`src/hw/rtl/lww_pkg.sv`:
```
`timescale 1ns / 1ps
package lww_pkg;

  localparam int TableDepth = 1024;
  localparam int IdxW       = $clog2(TableDepth);
  localparam int KeyBytes   = 8;
  localparam int CountW     = IdxW + 1;

  localparam logic [63:0] FnvBasis = 64'hcbf29ce484222325;
  localparam logic [63:0] FnvPrime = 64'h00000100000001b3;

  // load limit: 4*(live+1) > 3*depth
  localparam logic [CountW+1:0] LoadLimit = (CountW+2)'(3 * TableDepth);

  typedef enum logic [1:0] {
    SLOT_EMPTY = 2'd0,
    SLOT_USED  = 2'd1,
    SLOT_GONE  = 2'd2
  } slot_state_t;

  typedef enum logic [2:0] {
    OP_SET     = 3'd0,
    OP_SET_LOC = 3'd1,
    OP_GET     = 3'd2,
    OP_DEL     = 3'd3,
    OP_DEL_LOC = 3'd4,
    OP_EXISTS  = 3'd5
  } op_t;

  typedef enum logic [1:0] {
    ST_OK    = 2'd0,
    ST_STALE = 2'd1,
    ST_MISS  = 2'd2,
    ST_FULL  = 2'd3
  } status_t;

  typedef enum logic [3:0] {
    S_IDLE,
    S_CLEAR,
    S_HASH,
    S_HASH_WAIT,
    S_PROBE,
    S_PROBE_WAIT,
    S_DECIDE,
    S_OUT
  } fsm_t;

  typedef struct packed {
    logic [2:0]  op;
    logic [63:0] key;
    logic [63:0] data_value;
    logic [63:0] stamp_version;
    logic [63:0] stamp_time;
    logic [63:0] stamp_origin;
  } req_t;

  typedef struct packed {
    logic [1:0]  status;
    logic        hit;
    logic [63:0] read_value;
    logic [63:0] read_version;
    logic [63:0] read_stamp;
    logic [63:0] read_origin;
    logic [63:0] table_version;
  } rsp_t;

  // one slot entry in the payload memory
  typedef struct packed {
    logic [63:0] key;
    logic [63:0] value;
    logic [63:0] version;
    logic [63:0] ts;
    logic [63:0] origin;
  } entry_t;

  function automatic logic [63:0] cut_word(input logic [63:0] w, input int nbytes);
    logic [63:0] r;
    logic        stop;
    r = '0;
    stop = 1'b0;
    for (int b = 0; b < 8; b++) begin
      if (b >= nbytes || w[56-8*b +: 8] == 8'd0) stop = 1'b1;
      if (!stop) r[56-8*b +: 8] = w[56-8*b +: 8];
    end
    return r;
  endfunction

endpackage

```
`src/hw/rtl/lww_hash.sv`:
```
`timescale 1ns / 1ps
// FNV-1a, one key byte per pass: xor then 64x64 multiply split into
// three 32x32 partial products over the following cycle.
module lww_hash (
  input  logic                  clk,
  input  logic                  rst,
  input  logic                  start,
  input  logic [63:0]           key,
  output logic                  done,
  output logic [lww_pkg::IdxW-1:0] home
);
  import lww_pkg::*;

  logic [63:0] h;
  logic [63:0] kreg;
  logic [3:0]  cnt;
  logic        busy;
  logic        phase;
  logic [63:0] x;
  logic [63:0] p_ll;
  logic [63:0] p_lh;
  logic [63:0] p_hl;

  assign x = h ^ {56'd0, kreg[63:56]};

  always_ff @(posedge clk) begin
    if (rst) begin
      busy  <= 1'b0;
      done  <= 1'b0;
      phase <= 1'b0;
      cnt   <= '0;
    end else begin
      done <= 1'b0;
      if (start) begin
        busy  <= 1'b1;
        phase <= 1'b0;
        cnt   <= '0;
      end else if (busy) begin
        if (!phase) begin
          if (cnt == 4'd8 || kreg[63:56] == 8'd0) begin
            busy <= 1'b0;
            done <= 1'b1;
          end else begin
            phase <= 1'b1;
          end
        end else begin
          phase <= 1'b0;
          cnt   <= cnt + 4'd1;
        end
      end
    end
  end

  // datapath
  always_ff @(posedge clk) begin
    if (start) begin
      h    <= FnvBasis;
      kreg <= key;
    end else if (busy) begin
      if (!phase) begin
        p_ll <= 64'(x[31:0]) * 64'(FnvPrime[31:0]);
        p_lh <= {32'd0, x[31:0] * FnvPrime[63:32]};
        p_hl <= {32'd0, x[63:32] * FnvPrime[31:0]};
      end else begin
        h    <= p_ll + {p_lh[31:0], 32'd0} + {p_hl[31:0], 32'd0};
        kreg <= {kreg[55:0], 8'd0};
      end
    end
  end

  assign home = h[IdxW-1:0];

endmodule

```
`config.mk`:
```
export PLATFORM = sky130hd
export DESIGN_NAME = lww_hash
export DESIGN_NICKNAME = d
export VERILOG_FILES = /design/src/hw/rtl/lww_pkg.sv /design/src/hw/rtl/lww_hash.sv
export SDC_FILE = /design/constraint.sdc
export NUM_CORES = 1
export LEC_CHECK = 0
export ABC_CLOCK_PERIOD_IN_PS = 6650
export BUFFER_PORTS_ARGS = -buffer_cell sky130_fd_sc_hd__buf_4
export CORE_UTILIZATION = 55
export CTS_CLUSTER_DIAMETER = 60
export DETAILED_ROUTE_END_ITERATION = 12
export MAX_ROUTING_LAYER = met4
export PLACE_DENSITY = 0.82
export SYNTH_ARGS = -nofsm -noshare
export SYNTH_HDL_FRONTEND = slang
export SYNTH_SLANG_ARGS = --single-unit
```
`constraint.sdc`:
```
create_clock -name clk -period 6.65 [get_ports clk]
set_input_delay 1.33 -clock clk [delete_from_list [all_inputs] [get_ports clk]]
set_output_delay 1.33 -clock clk [all_outputs]
set_load 0.03 [all_outputs]
```
==> results.py <==
metrics = {
    "routing": {
        "drtPass1Iterations": 4,
        "drtAntennaViolNets": 0,
        "vias_per_cell": 5.252,
        "vias": 2605,
        "routed_wl_um": 7488,
        "drc": 0,
        "first_iter_violations": 128,
        "wl_per_cell_um": 15.10,
    },
    "layout": {
        "drive_gt1_share_pct": 38.32,
        "nets": 492,
        "antennaDiodeCount": 0,
        "fill_cells": 560,
        "syn_to_final_growth_pct": 19.55,
    },
    "yosys": {
        "synth.distinct_cells": 27,
        "ys_ff_latch": 91,
        "yosys_warnings": 0,
        "synth_fp_nets": 417,
        "netlist_top_cells_count": "edfxtp_1, mux2_2, ha_1, nand2_1, inv_1",
        "synth_edf_count": 74,
        "synthFlopType": "edfxtp_1",
        "synth.most_common_cell": "edfxtp_1",
        "synth_top_area_share_pct": 50.03,
        "synthArstFlopShare_pct": 0,
        "ys_top_cells_by_area": "edfxtp_1, mux2_2, dfxtp_1, ha_1, fa_1",
        "synth_top_area_cell": "edfxtp_1",
        "synthCells": 314,
        "syn_area_um2": 4442,
        "ys_seq_area_share_pct": 57.69,
        "avgSynthCellArea_um2": 14.15,
    },
    "min_path": {
        "hold_class": "reg -> reg",
    },
    "clock_tree": {
        "clkSinkCount": 91,
        "cts-buffers-inserted": 9,
        "cts_root_buffer": "clkbuf_8",
        "clockBufferDepth": 2,
        "post_cts_resized": 0,
        "postCtsSetupRepairBufs": 0,
        "holdBufCountCts": 0,
        "clk_latency_ps": 350,
        "cts_tree": "yes",
        "htreeDepth": 3,
        "clk_pin_slew_ps": 90,
    },
    "die": {
        "start_util_pct": 57.18,
        "num_rows": 32,
        "die_height_um": 91.87,
        "io_pins": 78,
        "die_w_um": 91.87,
        "die_area_um2": 8439,
        "core_um2": 7767,
    },
    "sta": {
        "fin_crit_ps": 3604,
        "finalClockSkew_ps": 11.48,
        "timing.hold.ws_ps": 466.9,
        "tightest_slew_ps": 879.4,
        "rsz0062_at_grt": "false",
        "fin_crit_sh_pct": 54.19,
        "hold_violations": 0,
        "fmax_mhz": 277.5,
        "slew_violations": 0,
        "slew_headroom_pct": 41.16,
        "setup_viol": 0,
        "final.setup.tns_ps": 0,
    },
    "global_route": {
        "gr-usage-met1_pct": 22.23,
        "grt_use_met3_pct": 5.307,
        "top_usage_layer": "met2",
        "use_met2_pct": 32.90,
        "grtUsageTotal_pct": 19.64,
        "grt_max_degree": 73,
        "grt_pass1_wl_um": 12140,
        "grt-ovfl-total": 0,
        "antenna_found_initial": 0,
        "grt_pass1_vias": 2722,
    },
    "power_and_ir_drop": {
        "irDropWorstVdd_mv": 0.1721,
        "power_density_nw_per_um2": 285.2,
        "p_leak_nw": 2.187,
    },
    "placed_design": {
        "dp_hpwl_um": 5361,
        "place_congestion": 0.7932,
        "io_buffers": 77,
    },
    "worst_setup_path": {
        "cpMaxStageDelayCell": "fa_1",
        "cpMostUsedCell": "inv_1",
        "cp_slowest_stage_delay_ps": 550,
        "cp_max_fo": 3,
        "cp_cell_sequence": "xor2_1, ha_1, inv_1, fa_1, inv_1, ha_1, inv_1, fa_1, inv_1, ha_1, o21ai_0, o21bai_1, a21oi_1, xnor2_1",
        "end_kind": "flop",
        "crit_type": "reg -> reg",
        "worst_setup_path_start_kind": "flop",
        "arrival_ps": 3710,
        "crit_required_ps": 6750,
    },
    "job": {
        "maxCapViolations": 0,
    },
    "status": {
        "outcome": "finished clean",
    },
}
==> cells in the final DEF (no fill, tap or decap) <==
cell / netlist / routed
clkbuf_8: 0 / 9
buf_4: 2 / 78
mux2_2: 56 / 56
clkinvlp_4: 0 / 1
nor2_1: 4 / 4
nand2b_1: 3 / 3
a21o_1: 2 / 2
bufinv_16: 0 / 2
xor2_1: 14 / 14
nor4_1: 2 / 2
nand3_1: 5 / 5
a21oi_1: 11 / 11
inv_1: 22 / 22
clkbuf_1: 5 / 1
fa_1: 9 / 9
xnor3_1: 1 / 1
nand2_1: 26 / 25
edfxtp_1: 74 / 74
dfxtp_1: 17 / 17
and2_1: 9 / 9
nand2_2: 0 / 1
a211oi_1: 1 / 1
or2_2: 1 / 1
a2bb2oi_1: 1 / 1
nor3_1: 1 / 1
o21ai_0: 2 / 2
ha_1: 27 / 27
xnor2_1: 10 / 10
nand4_1: 1 / 1
o21bai_1: 1 / 1
inv_6: 0 / 3
==> per-stage QoR <==
stage          util [%]  worst slack, ps  cell area, um^2  power [mW]  instances
2_1_floorplan         -             2974             4442       1.020        314
3_3_place_gp      65.51             2991             5089       1.103        480
3_5_place_dp      65.51             2962             5089       1.117        480
4_1_cts           68.36             3066             5310       1.528        496
5_1_grt           68.36             2787             5310       1.605        496
6_report          68.36             3046             5310       1.514        496
==> final cells by class <==
cell class | count | area (um^2) | share of cell area, %
flip-flops and latches | 91 | 2562 | 48.26
multi-input cells | 187 | 1730 | 32.59
repair buffers | 78 | 585.6 | 11.03
clock buffers | 10 | 127.6 | 2.403
well taps | 102 | 127.6 | 2.403
clock inverters | 6 | 93.84 | 1.767
inverters | 22 | 82.58 | 1.555
==> cell families (layout without fill, tap and decap cells) <==
logic type      after synthesis  after routing  share of synthesized area (%)
compound gates               18             18                          2.338
xor+xnor                     25             25                          5.239
fa+ha+maj                    36             36                          11.66
buf+inv                      36            116                          3.408
flops                        91             91                          57.69
mux                          56             56                          14.20
simple gates                 52             52                          5.465
==> worst max-delay path, delay by kind of cell, from the launching register on <==
| kind | cells | cell delay [ps] |
|---|---|---|
| compound gates | 3 | 380 |
| xor+xnor | 2 | 390 |
| fa+ha+maj | 5 | 1910 |
| buf+inv | 4 | 220 |
| flops | 1 | 450 |
==> state kept, by name, indices dropped and copies added (netlist names) <==
| signal | cells |
|---|---|
| busy | 1 |
| phase | 1 |
| kreg | 64 |
| h | 10 |
| p_ll | 9 |
| p_lh | 1 |
| done | 1 |
| cnt | 4 |
==> final timing paths <==
check	start	to	slack (ps)	cells after the start
worst max-delay path	kreg[58]	p_ll[9]	3050	14
worst min-delay path	p_ll[2]	h[2]	470	2
worst max register to register	kreg[58]	p_ll[9]	3050	14
worst min register to register	p_ll[2]	h[2]	470	2
==> layer usage <==
layer	vias up	part of all wire [%]
li1	1257	-
met1	1240	41
met2	92	50
met3	16	6.9
met4	0	2.0
met5	-	0
==> power breakdown <==
| part | internal, mW | leakage (nW) | switching (mW) |
|---|---|---|---|
| combinational | 0.205 | 1.22 | 0.188 |
| clock | 0.216 | 0.108 | 0.197 |
| sequential | 0.693 | 0.862 | 0.0157 |
Power figures use the tool's default switching activity.
